===== config.mk =====
export PLATFORM = sky130hd
export DESIGN_NAME = sorted_date_table_unit
export DESIGN_NICKNAME = d
export VERILOG_FILES = /design/src/design/sdt_pkg.sv /design/src/design/sdt_ram.sv /design/src/design/sorted_date_table_unit.sv
export SDC_FILE = /design/constraint.sdc
export NUM_CORES = 1
export LEC_CHECK = 0
export ABC_AREA = 1
export BUFFER_PORTS_ARGS = -buffer_cell sky130_fd_sc_hd__clkbuf_2
export CELL_PAD_IN_SITES_DETAIL_PLACEMENT = 0
export CELL_PAD_IN_SITES_GLOBAL_PLACEMENT = 2
export CORE_UTILIZATION = 38
export DETAILED_ROUTE_END_ITERATION = 12
export PLACE_DENSITY_LB_ADDON = 0.1
export SLEW_MARGIN = 20
export SYNTH_ARGS = -nofsm -noshare
export SYNTH_HDL_FRONTEND = slang
export SYNTH_HIERARCHICAL = 1
export SYNTH_SLANG_ARGS = --single-unit

===== constraint.sdc =====
create_clock -name clk -period 4 [get_ports clk]
set_input_delay 0.8 -clock clk [delete_from_list [all_inputs] [get_ports clk]]
set_output_delay 0.8 -clock clk [all_outputs]
set_load 0.01 [all_outputs]

===== src/design/sdt_pkg.sv =====
`timescale 1ns / 1ps
// ----------------------------------------------------------------------------
// sdt_pkg: shared definitions for the sorted date table.
// Field widths, operation and status codes, and the date check helpers.
// ----------------------------------------------------------------------------
package sdt_pkg;

  // Default sizing of the table.
  localparam int unsigned DEPTH_DEF    = 16;
  localparam int unsigned MIN_YEAR_DEF = 1900;

  // Field widths.
  localparam int unsigned OP_W     = 2;
  localparam int unsigned DAY_W    = 5;
  localparam int unsigned MONTH_W  = 4;
  localparam int unsigned YEAR_W   = 16;
  localparam int unsigned KEY_W    = DAY_W + MONTH_W + YEAR_W;
  localparam int unsigned STATUS_W = 2;
  localparam int unsigned POS_W    = 5;

  // Stream widths, rounded up to whole bytes.
  localparam int unsigned IN_DATA_W  = ((KEY_W + 7) / 8) * 8;
  localparam int unsigned IN_USER_W  = OP_W;
  localparam int unsigned OUT_DATA_W = ((2 * POS_W + 7) / 8) * 8;
  localparam int unsigned OUT_USER_W = STATUS_W;

  // Divisibility by 25 of a 16-bit year: multiply by the inverse of 25
  // modulo 2^16; the low half is small exactly when the year is a multiple.
  localparam logic [YEAR_W-1:0] INV25       = 16'h5C29;
  localparam logic [YEAR_W-1:0] DIV25_LIMIT = 16'd2621;

  localparam logic [DAY_W-1:0] FEB_LEAP_LEN = 5'd29;
  localparam logic [MONTH_W-1:0] MONTH_FEB  = 4'd2;
  localparam logic [MONTH_W-1:0] MONTH_DEC  = 4'd12;

  typedef enum logic [OP_W-1:0] {
    OP_APPEND = 2'd0,
    OP_INSERT = 2'd1,
    OP_SEARCH = 2'd2,
    OP_REMOVE = 2'd3
  } op_t;

  typedef enum logic [STATUS_W-1:0] {
    STAT_OK      = 2'd0,
    STAT_INVALID = 2'd1,
    STAT_FULL    = 2'd2,
    STAT_MISS    = 2'd3
  } status_t;

  // Length of a month in a common year; codes that are no month give zero.
  function automatic logic [DAY_W-1:0] month_len(input logic [MONTH_W-1:0] m);
    logic [DAY_W-1:0] len;
    case (m)
      4'd1, 4'd3, 4'd5, 4'd7, 4'd8, 4'd10, 4'd12: len = 5'd31;
      4'd4, 4'd6, 4'd9, 4'd11:                    len = 5'd30;
      4'd2:                                       len = 5'd28;
      default:                                    len = 5'd0;
    endcase
    return len;
  endfunction

endpackage


===== src/design/sdt_ram.sv =====
`timescale 1ns / 1ps
// ----------------------------------------------------------------------------
// sdt_ram: generic single-port-write, single-port-read RAM.
// One write and one registered read per cycle; contents undefined at reset.
// ----------------------------------------------------------------------------
module sdt_ram #(
  parameter int unsigned WIDTH = 25,
  parameter int unsigned DEPTH = 16
) (
  input  logic                     clk,
  input  logic                     wr_en,
  input  logic [$clog2(DEPTH)-1:0] wr_addr,
  input  logic [WIDTH-1:0]         wr_data,
  input  logic                     rd_en,
  input  logic [$clog2(DEPTH)-1:0] rd_addr,
  output logic [WIDTH-1:0]         rd_data
);

  logic [WIDTH-1:0] mem [DEPTH];

  // Write port.
  always_ff @(posedge clk) begin
    if (wr_en) begin
      mem[wr_addr] <= wr_data;
    end
  end

  // Registered read port.
  always_ff @(posedge clk) begin
    if (rd_en) begin
      rd_data <= mem[rd_addr];
    end
  end

endmodule


===== src/design/sorted_date_table_unit.sv =====
`timescale 1ns / 1ps
// ----------------------------------------------------------------------------
// sorted_date_table_unit: ordered table of calendar dates.
// Appends, inserts in order, searches and removes dates held in one RAM.
// ----------------------------------------------------------------------------
// Usage:
//   Input transactions arrive on s_tvalid/s_tready with the operation in
//   s_tuser and the date in s_tdata. Each input transaction yields exactly
//   one output transaction on m_tvalid/m_tready carrying the status in
//   m_tuser and the position and entry count in m_tdata.
//   Every date is checked first (Gregorian leap rule, year above MIN_YEAR);
//   an invalid date leaves the table untouched.
//   One item is processed at a time. Append goes straight from the date
//   check to the write. Search scans one entry per cycle through the
//   single RAM read port. Ordered insert and remove scan the table and
//   then move the later entries one place per cycle through the same port.
//   The result sits in an output register, so s_tready returns as soon as
//   the result is loaded, even while the receiver stalls; a second result
//   waits in the engine until the first has been taken.
//   Reset empties the table at once (the entry count is cleared); the RAM
//   needs no clearing pass since only entries below the count are read.
// ----------------------------------------------------------------------------
module sorted_date_table_unit #(
  parameter int unsigned DEPTH    = sdt_pkg::DEPTH_DEF,
  parameter int unsigned MIN_YEAR = sdt_pkg::MIN_YEAR_DEF
) (
  input  logic                           clk,
  input  logic                           rst,
  input  logic                           s_tvalid,
  output logic                           s_tready,
  // day [4:0], month [8:5], year [24:9], zero padding above.
  input  logic [sdt_pkg::IN_DATA_W-1:0]  s_tdata,
  // op [1:0].
  input  logic [sdt_pkg::IN_USER_W-1:0]  s_tuser,
  output logic                           m_tvalid,
  input  logic                           m_tready,
  // position [4:0], entry_count [9:5], zero padding above.
  output logic [sdt_pkg::OUT_DATA_W-1:0] m_tdata,
  // status [1:0].
  output logic [sdt_pkg::OUT_USER_W-1:0] m_tuser
);

  import sdt_pkg::*;

  localparam int unsigned ADDR_W = $clog2(DEPTH);
  localparam int unsigned CNT_W  = $clog2(DEPTH + 1);
  localparam logic [CNT_W-1:0]  CNT_FULL  = CNT_W'(DEPTH);
  localparam logic [CNT_W-1:0]  CNT_ONE   = CNT_W'(1);
  localparam logic [YEAR_W-1:0] MIN_YEAR_V = YEAR_W'(MIN_YEAR);

  typedef enum logic [5:0] {
    S_IDLE  = 6'b000001,
    S_CHECK = 6'b000010,
    S_SCAN  = 6'b000100,
    S_SHIFT = 6'b001000,
    S_PUT   = 6'b010000,
    S_DONE  = 6'b100000
  } state_t;

  state_t            state;
  op_t               op_q;
  logic [KEY_W-1:0]  key_q;
  logic [YEAR_W-1:0] prod_q;
  status_t           status_q;
  logic [CNT_W-1:0]  pos_q;
  logic [CNT_W-1:0]  count;
  logic [CNT_W-1:0]  issue_idx;
  logic              pend;
  logic [CNT_W-1:0]  pend_idx;
  logic              lt_head;
  logic              le_prev;
  logic              found;
  logic [CNT_W-1:0]  cand;
  logic [CNT_W-1:0]  src;
  logic [CNT_W-1:0]  rem;
  logic              sh_up;
  logic [ADDR_W-1:0] sh_dst;

  logic [2*YEAR_W-1:0] prod_full;
  logic [DAY_W-1:0]    day_q;
  logic [MONTH_W-1:0]  month_q;
  logic [YEAR_W-1:0]   year_q;
  logic                leap;
  logic [DAY_W-1:0]    mlen;
  logic                date_ok;
  logic                full;

  logic [KEY_W-1:0]  rd_data;
  logic              rd_en;
  logic [ADDR_W-1:0] rd_addr;
  logic              wr_en;
  logic [ADDR_W-1:0] wr_addr;
  logic [KEY_W-1:0]  wr_data;

  logic             eq, le, lt, gt;
  logic             is_head, is_last, head_lt, hit_now, found_now;
  logic [CNT_W-1:0] cand_now;
  logic [CNT_W-1:0] ins_pos;

  // Date check: the year is multiplied on acceptance, then tested here.
  assign prod_full = (2*YEAR_W)'(s_tdata[KEY_W-1:DAY_W+MONTH_W]) * (2*YEAR_W)'(INV25);
  assign day_q   = key_q[DAY_W-1:0];
  assign month_q = key_q[DAY_W+MONTH_W-1:DAY_W];
  assign year_q  = key_q[KEY_W-1:DAY_W+MONTH_W];

  always_comb begin
    leap = (year_q[1:0] == 2'd0) && ((prod_q > DIV25_LIMIT) || (year_q[3:0] == 4'd0));
    mlen = month_len(month_q);
    if ((month_q == MONTH_FEB) && leap) begin
      mlen = FEB_LEAP_LEN;
    end
    date_ok = (month_q != '0) && (month_q <= MONTH_DEC) && (year_q > MIN_YEAR_V) &&
              (day_q != '0) && (day_q <= mlen);
  end

  assign full = (count == CNT_FULL);

  // Comparison of the entry just read against the item's date.
  always_comb begin
    eq        = (key_q == rd_data);
    le        = (key_q <= rd_data);
    lt        = (key_q < rd_data);
    gt        = (key_q > rd_data);
    is_head   = (pend_idx == '0);
    is_last   = pend && (pend_idx == count - CNT_ONE);
    head_lt   = is_head ? lt : lt_head;
    hit_now   = !is_head && (le_prev || le);
    found_now = found || hit_now;
    cand_now  = found ? cand : pend_idx;
    if (head_lt) begin
      ins_pos = '0;
    end else if (gt || !found_now) begin
      ins_pos = count;
    end else begin
      ins_pos = cand_now;
    end
  end

  // RAM port control.
  always_comb begin
    rd_en   = 1'b0;
    rd_addr = '0;
    wr_en   = 1'b0;
    wr_addr = '0;
    wr_data = rd_data;
    case (state)
      S_SCAN: begin
        rd_en   = (issue_idx < count);
        rd_addr = issue_idx[ADDR_W-1:0];
      end
      S_SHIFT: begin
        rd_en   = (rem != '0);
        rd_addr = src[ADDR_W-1:0];
        wr_en   = pend;
        wr_addr = sh_dst;
      end
      S_PUT: begin
        wr_en   = 1'b1;
        wr_addr = pos_q[ADDR_W-1:0];
        wr_data = key_q;
      end
      default: begin
        rd_en = 1'b0;
      end
    endcase
  end

  sdt_ram #(
    .WIDTH (KEY_W),
    .DEPTH (DEPTH)
  ) u_store (
    .clk     (clk),
    .wr_en   (wr_en),
    .wr_addr (wr_addr),
    .wr_data (wr_data),
    .rd_en   (rd_en),
    .rd_addr (rd_addr),
    .rd_data (rd_data)
  );

  assign s_tready = (state == S_IDLE);

  // Control sequencer and working registers.
  always_ff @(posedge clk) begin
    if (rst) begin
      state    <= S_IDLE;
      count    <= '0;
      pend     <= 1'b0;
      m_tvalid <= 1'b0;
    end else begin
      // The output register empties on a handshake unless a new result
      // is loaded in the same cycle.
      if (m_tvalid && m_tready && (state != S_DONE)) begin
        m_tvalid <= 1'b0;
      end
      case (state)
        S_IDLE: begin
          if (s_tvalid) begin
            op_q     <= op_t'(s_tuser[OP_W-1:0]);
            key_q    <= s_tdata[KEY_W-1:0];
            prod_q   <= prod_full[YEAR_W-1:0];
            pos_q    <= '0;
            status_q <= STAT_OK;
            state    <= S_CHECK;
          end
        end

        S_CHECK: begin
          issue_idx <= '0;
          pend      <= 1'b0;
          found     <= 1'b0;
          if (!date_ok) begin
            status_q <= STAT_INVALID;
            state    <= S_DONE;
          end else if ((op_q == OP_APPEND) || (op_q == OP_INSERT)) begin
            if (full) begin
              status_q <= STAT_FULL;
              state    <= S_DONE;
            end else if ((op_q == OP_APPEND) || (count == '0)) begin
              pos_q <= count;
              state <= S_PUT;
            end else begin
              state <= S_SCAN;
            end
          end else if (count == '0) begin
            status_q <= STAT_MISS;
            state    <= S_DONE;
          end else begin
            state <= S_SCAN;
          end
        end

        // One entry is read per cycle; its data is compared in the next cycle.
        S_SCAN: begin
          if (issue_idx < count) begin
            issue_idx <= issue_idx + CNT_ONE;
          end
          // The pipeline is flushed when the scan ends on this entry.
          if (pend && ((op_q == OP_INSERT) ? is_last : eq)) begin
            pend <= 1'b0;
          end else begin
            pend <= (issue_idx < count);
          end
          pend_idx <= issue_idx;
          if (pend) begin
            if (op_q == OP_INSERT) begin
              if (is_head) begin
                lt_head <= lt;
              end
              le_prev <= le;
              found   <= found_now;
              cand    <= cand_now;
              if (is_last) begin
                pos_q <= ins_pos;
                rem   <= count - ins_pos;
                src   <= count - CNT_ONE;
                sh_up <= 1'b1;
                state <= S_SHIFT;
              end
            end else if (eq) begin
              pos_q <= pend_idx;
              if (op_q == OP_REMOVE) begin
                rem   <= count - CNT_ONE - pend_idx;
                src   <= pend_idx + CNT_ONE;
                sh_up <= 1'b0;
                state <= S_SHIFT;
              end else begin
                state <= S_DONE;
              end
            end else if (is_last) begin
              status_q <= STAT_MISS;
              state    <= S_DONE;
            end
          end
        end

        // Move entries one place: read a source now, write it in the next cycle.
        S_SHIFT: begin
          if (rem != '0) begin
            pend   <= 1'b1;
            sh_dst <= sh_up ? ADDR_W'(src + CNT_ONE) : ADDR_W'(src - CNT_ONE);
            src    <= sh_up ? (src - CNT_ONE) : (src + CNT_ONE);
            rem    <= rem - CNT_ONE;
          end else begin
            pend <= 1'b0;
            if (!pend) begin
              if (op_q == OP_REMOVE) begin
                count <= count - CNT_ONE;
                state <= S_DONE;
              end else begin
                state <= S_PUT;
              end
            end
          end
        end

        S_PUT: begin
          count <= count + CNT_ONE;
          state <= S_DONE;
        end

        // Hand the result to the output register once it is free.
        S_DONE: begin
          if (!m_tvalid || m_tready) begin
            m_tvalid <= 1'b1;
            m_tuser  <= OUT_USER_W'(status_q);
            m_tdata  <= OUT_DATA_W'({POS_W'(count), POS_W'(pos_q)});
            state    <= S_IDLE;
          end
        end

        default: begin
          state <= S_IDLE;
        end
      endcase
    end
  end

`ifndef SYNTHESIS
  // The entry count never exceeds the table size.
  a_count_bound: assert property (@(posedge clk) disable iff (rst)
    count <= CNT_FULL)
    else $error("entry count above table depth");

  // Scanning never writes the store.
  a_scan_no_write: assert property (@(posedge clk) disable iff (rst)
    (state == S_SCAN) |-> !wr_en)
    else $error("store written during scan");

  // A full status is only reported when the table really is full.
  a_full_status: assert property (@(posedge clk) disable iff (rst)
    ((state == S_DONE) && (status_q == STAT_FULL)) |-> full)
    else $error("full status with free entries");

  // A failed item reports position zero.
  a_fail_pos: assert property (@(posedge clk) disable iff (rst)
    (m_tvalid && (m_tuser != STAT_OK)) |-> (m_tdata[POS_W-1:0] == '0))
    else $error("non-zero position on failure");
`endif

endmodule

==> run summary <==
Number of clock sinks seen by CTS: 529. A synthesized cell averages 10.2 sq um. The first global-routing pass estimated 109000 um of wire.

In this run the cell area of the synthesized design comes to 26200 sq um. The run gives 6419 as the filler cell count. Across the VDD grid, the largest voltage drop is 0.000343 V.

Element type at the critical path end: a flop. At the worst endpoint, the arrival time is 4130 ps. The number of antenna violations at the first check in global routing is 1, and the share of total power consumed by net switching is 22.5%.

The wire-length estimate of the detail-placed layout is 42200 um. In this run the worst setup path begins at s_tdata[13]. The number of clock buffers inserted by TritonCTS was 59; the count of endpoints failing hold in the final timing report was 0. Registers take 15700 sq um.

After clock tree synthesis, the flow added hold-fix buffers numbering 0. The layout-stage area growth over the synthesis result is 14.9%, and the die boundary height is 265 um. Final wirelength: 71600 um. In the final layout, the share of cells above drive strength 1 is 12.4%. The shortest clock period the worst path allows after layout was 3770 ps. Port buffering added 44 buffers.

The logs give 60.0% for the post-synthesis sequential area ratio and 0 for the post-cts repair resize count. The most used flip-flop cell after synthesis is sky130_fd_sc_hd__edfxtp_1. The number of global-route vias before repair was 17.4k; the largest net degree at the start of global routing was 101. The congestion estimate from routability-driven global placement came to 0.825. The detailed-router iteration count before antenna repair was 5. The H-tree generated during clock tree synthesis spans 2 levels.

The worst register-to-register path begins at key_q[24]$_DFFE_PP_. Among the stages of the critical path, the cell type that occurs most often is sky130_fd_sc_hd__ha_1. The max-slew violation count is 0.

Clock-pin slew was measured on the worst setup and hold paths at 60 ps. After detailed routing, the number of remaining DRC violations is 0. The share of synthesized registers carrying an async set or reset is 0%. The final cycle utilization of the critical path works out to 94.1%.

The summed negative setup slack over all endpoints is 0 ps. Among cell families on the critical path, the largest total delay comes from adder cells. For the final worst clock skew, the log shows 18.1 ps. Sorting the synthesized cells by area gives the leading types as sky130_fd_sc_hd__edfxtp_1 (59%), sky130_fd_sc_hd__nand2_1 (9.6%), sky130_fd_sc_hd__inv_1 (6.8%), sky130_fd_sc_hd__nand3_1 (6.3%), sky130_fd_sc_hd__ha_1 (5.1%). Type of the worst setup path: primary input to flop. The share of the core filled with cells in the final layout was 44.4%. The die covers 70000 sq um. Summed over all cells, the static leakage comes to 12.8 nW. The slew at the pin closest to its max-slew limit was 889 ps.

The critical path ends at prod_q[15]$_DFFE_PP_. In this run the biggest area consumer among cell types represents 58.8% of the synthesized area. The via count of the routed design is 17.6k, and the overflow left after global routing is 0. After detailed routing, the number of vias per cell comes to 4.86. Worst hold path class: primary input to flop. The tightest hold path in the finished design has a slack of 355 ps. The first routing iteration left 1107 violations. The initialized floorplan defines 95 standard-cell rows. The net total in the final layout came out at 2867. Traced cell by cell, the critical path runs through clkbuf_2, ha_1, inv_1, fa_1, inv_1, ha_1, ha_1, ha_1, ha_1, fa_1, nand3_1, nand2_1, a21oi_1, o21bai_1, nand2_1, nand2_1, a21oi_2, xnor2_1.

During I/O placement, the number of pins put on the boundary was 58. Dividing the detail-routed wire length by the instance count gives 19.8 um. Yosys printed 6 warnings. The number of different library cells used by synthesis comes to 53.

Capture instance of the worst register-to-register path: rem[4]$_DFFE_PP_. Registers are responsible for 49.0% of the overall power. The design draws 12.5 mW. The setup check on the worst reg-to-reg path leaves a slack of 260 ps. The flow ran to the end, and the final reports show no timing, DRC or antenna violations. For this design the ratio of total power to cell area is 416 nW/um^2.

Of all cell types, the one taking the most synthesized area is sky130_fd_sc_hd__edfxtp_1. The initial utilization of the core area, before any placement, comes to 38.7%. For the combinational power share, the log shows 9.0%.

Counting both buffers and inverters, the worst setup path holds a total of 3. The post-CTS repair timing setup buffer count was 0; the cell depth of the worst setup path was 18. Setup violations remaining at the end of the flow were counted as 0. In this run, synthesis inferred 513 flip-flops with an integrated enable.

Leaving out fill and tap cells, the most frequent cell in the layout is sky130_fd_sc_hd__nand2_1. For this design the total switching power over the nets is 2.82 mW. TritonCTS built the clock tree. Setup repair after global routing left no endpoint under its margin.

The detail route stage leaves a number of antenna-violating nets equal to 0. The run gives 30100 sq um as the post-layout instance area. For this run, the total global-route usage over all layers was measured as 20.8%.

The portion of total power attributed to the clock network is 41.9%, and the top achievable clock speed is 266 MHz. The worst setup path is launched from a primary input. After technology mapping, the gate count stands at 2574. In this run the worst path has a maximum fanout of 5.

The max-capacitance violation count was 0. The worst pin sits at a relative slew slack of 40.7%. In the layout the commonest cells are sky130_fd_sc_hd__nand2_1 (672), sky130_fd_sc_hd__edfxtp_1 (513), sky130_fd_sc_hd__inv_1 (473), sky130_fd_sc_hd__nand3_1 (328), sky130_fd_sc_hd__buf_4 (108). Synthesis inferred 529 register bits.

The multi-input combinational cells in the finished layout cover a total of 8240 sq um. For the worst setup path, the data required time is 4360 ps. The count of antenna diodes in the layout is 0.

The largest buffer count on any clock path was 3; the worst reg-to-reg path cell count was 20. The cell-internal power came out at 9.71 mW. For the placeable core area, the log shows 67800 sq um. Width of the chip: 265 um. For this run, the slowest stage of the critical path takes 520 ps. The tree is rooted in a sky130_fd_sc_hd__clkbuf_16.

Clock latency on the worst-skew pair, taken at its later pin, is 620 ps. The standard cell with the maximum stage delay on the critical path was sky130_fd_sc_hd__fa_1. After detailed placement, the total cell area comes to 28200 sq um.
-- worst reg2reg max path: stages (launching register included) --
cell and delay, ps:
sky130_fd_sc_hd__edfxtp_1 520, sky130_fd_sc_hd__ha_1 380, sky130_fd_sc_hd__nand4_1 110, sky130_fd_sc_hd__buf_4 180, sky130_fd_sc_hd__nor3_2 170, sky130_fd_sc_hd__buf_4 150, sky130_fd_sc_hd__nand2_1 130, sky130_fd_sc_hd__nand3_1 140
sky130_fd_sc_hd__nand2_1 70, sky130_fd_sc_hd__buf_4 140, sky130_fd_sc_hd__a21oi_1 210, sky130_fd_sc_hd__o21ai_1 120, sky130_fd_sc_hd__inv_1 70, sky130_fd_sc_hd__ha_1 140, sky130_fd_sc_hd__inv_1 60, sky130_fd_sc_hd__fa_1 410
sky130_fd_sc_hd__a31oi_2 220, sky130_fd_sc_hd__inv_1 60, sky130_fd_sc_hd__nand3_1 80, sky130_fd_sc_hd__nand3_1 110, sky130_fd_sc_hd__a21oi_1 140
-- cells by family (layout without fill, tap and decap cells) --
logic type | count (synthesis) | count (layout) | synth area share [%]
buffers and inverters | 599 | 766 | 9.88
xor gates and xnor gates | 38 | 38 | 1.34
adders and majority gates | 127 | 127 | 6.64
DFF | 529 | 529 | 60.0
AOI/OAI and AO/OA | 168 | 168 | 3.83
other | 1 | 6 | 0.0143
and+or+nand+nor | 1112 | 1112 | 18.3
-- metrics by stage --
step | worst slack (ps) | cells
6_report | 234 | 3619
5_1_grt | 1.42 | 3619
4_1_cts | 81.5 | 3619
3_5_place_dp | -415 | 3514
3_3_place_gp | -390 | 3514
2_1_floorplan | 3.12 | 2579
-- how the worst min path moves through the flow --
stage	slack, ps	cells after the start	endpoint	from
3_5_place_dp	400	0	m_tdata[4]$_DFFE_PP_	pos_q[4]$_DFFE_PP_
4_1_cts	320	1	op_q[1]$_DFFE_PP_	s_tuser[1]
6_report	360	1	op_q[1]$_DFFE_PP_	s_tuser[1]
3_3_place_gp	420	0	m_tuser[0]$_DFFE_PP_	status_q[0]$_DFFE_PP_
5_1_grt	320	1	key_q[1]$_DFFE_PP_	s_tdata[1]
2_1_floorplan	400	0	m_tdata[4]$_DFFE_PP_	pos_q[4]$_DFFE_PP_
-- flip-flops by register name, summed over array words and instances (netlist names), 2 cells and up, named ones only --
signal / cells
cand: 5
op_q: 2
m_tuser: 2
key_q: 25
prod_q: 10
m_tdata: 10
issue_idx: 5
pend_idx: 5
status_q: 2
pos_q: 5
rem: 5
u_store/mem: 400
sh_dst: 4
u_store/rd_data: 25
state: 6
count: 5
src: 4
-- layer usage --
layer | vias up | GRT usage, % | part of all wire, %
li1 | 8665 | - | -
met1 | 8528 | 28.2 | 46
met2 | 332 | 35.0 | 48
met3 | 79 | 3.40 | 4.7
met4 | 2 | 4.53 | 1.7
met5 | - | 0 | 0.018
-- layout make-up --
cell class              count  area share, %
well taps                 873           3.63
flip-flops and latches    529           52.2
multi-input cells        1451           27.4
inverters                 494           6.20
clock inverters            32          0.989
clock buffers              73           5.15
repair buffers            167           4.42
-- synth_stat cells, types with 5 or more instances --
library cell / instances
sky130_fd_sc_hd__o211ai_1: 10
sky130_fd_sc_hd__dfxtp_1: 16
sky130_fd_sc_hd__o21ai_0: 68
sky130_fd_sc_hd__nand3_1: 330
sky130_fd_sc_hd__inv_2: 13
sky130_fd_sc_hd__xnor2_1: 18
sky130_fd_sc_hd__buf_6: 33
sky130_fd_sc_hd__buf_4: 17
sky130_fd_sc_hd__buf_1: 5
sky130_fd_sc_hd__a21oi_1: 40
sky130_fd_sc_hd__or2_2: 5
sky130_fd_sc_hd__nor2_1: 61
sky130_fd_sc_hd__xor2_1: 19
sky130_fd_sc_hd__clkbuf_1: 30
sky130_fd_sc_hd__a211oi_1: 7
sky130_fd_sc_hd__o21ai_1: 10
sky130_fd_sc_hd__nor3_1: 6
sky130_fd_sc_hd__edfxtp_1: 513
sky130_fd_sc_hd__o21ai_2: 5
sky130_fd_sc_hd__inv_1: 478
sky130_fd_sc_hd__nand2_1: 673
sky130_fd_sc_hd__nor4_1: 5
sky130_fd_sc_hd__buf_2: 20
sky130_fd_sc_hd__a22o_1: 5
sky130_fd_sc_hd__nand4_1: 11
sky130_fd_sc_hd__ha_1: 107
sky130_fd_sc_hd__fa_1: 20
-- power groups by stage --
stage,sequential [mW],clock (mW),combinational (mW)
detailed placement,6.26,0,1.16
global placement,6.26,0,1.14
CTS,6.14,5.38,1.17
floorplan,6.24,0,0.797
finish,6.14,5.26,1.13
global route,6.15,5.59,1.31
(Power assumes the default switching activity.)
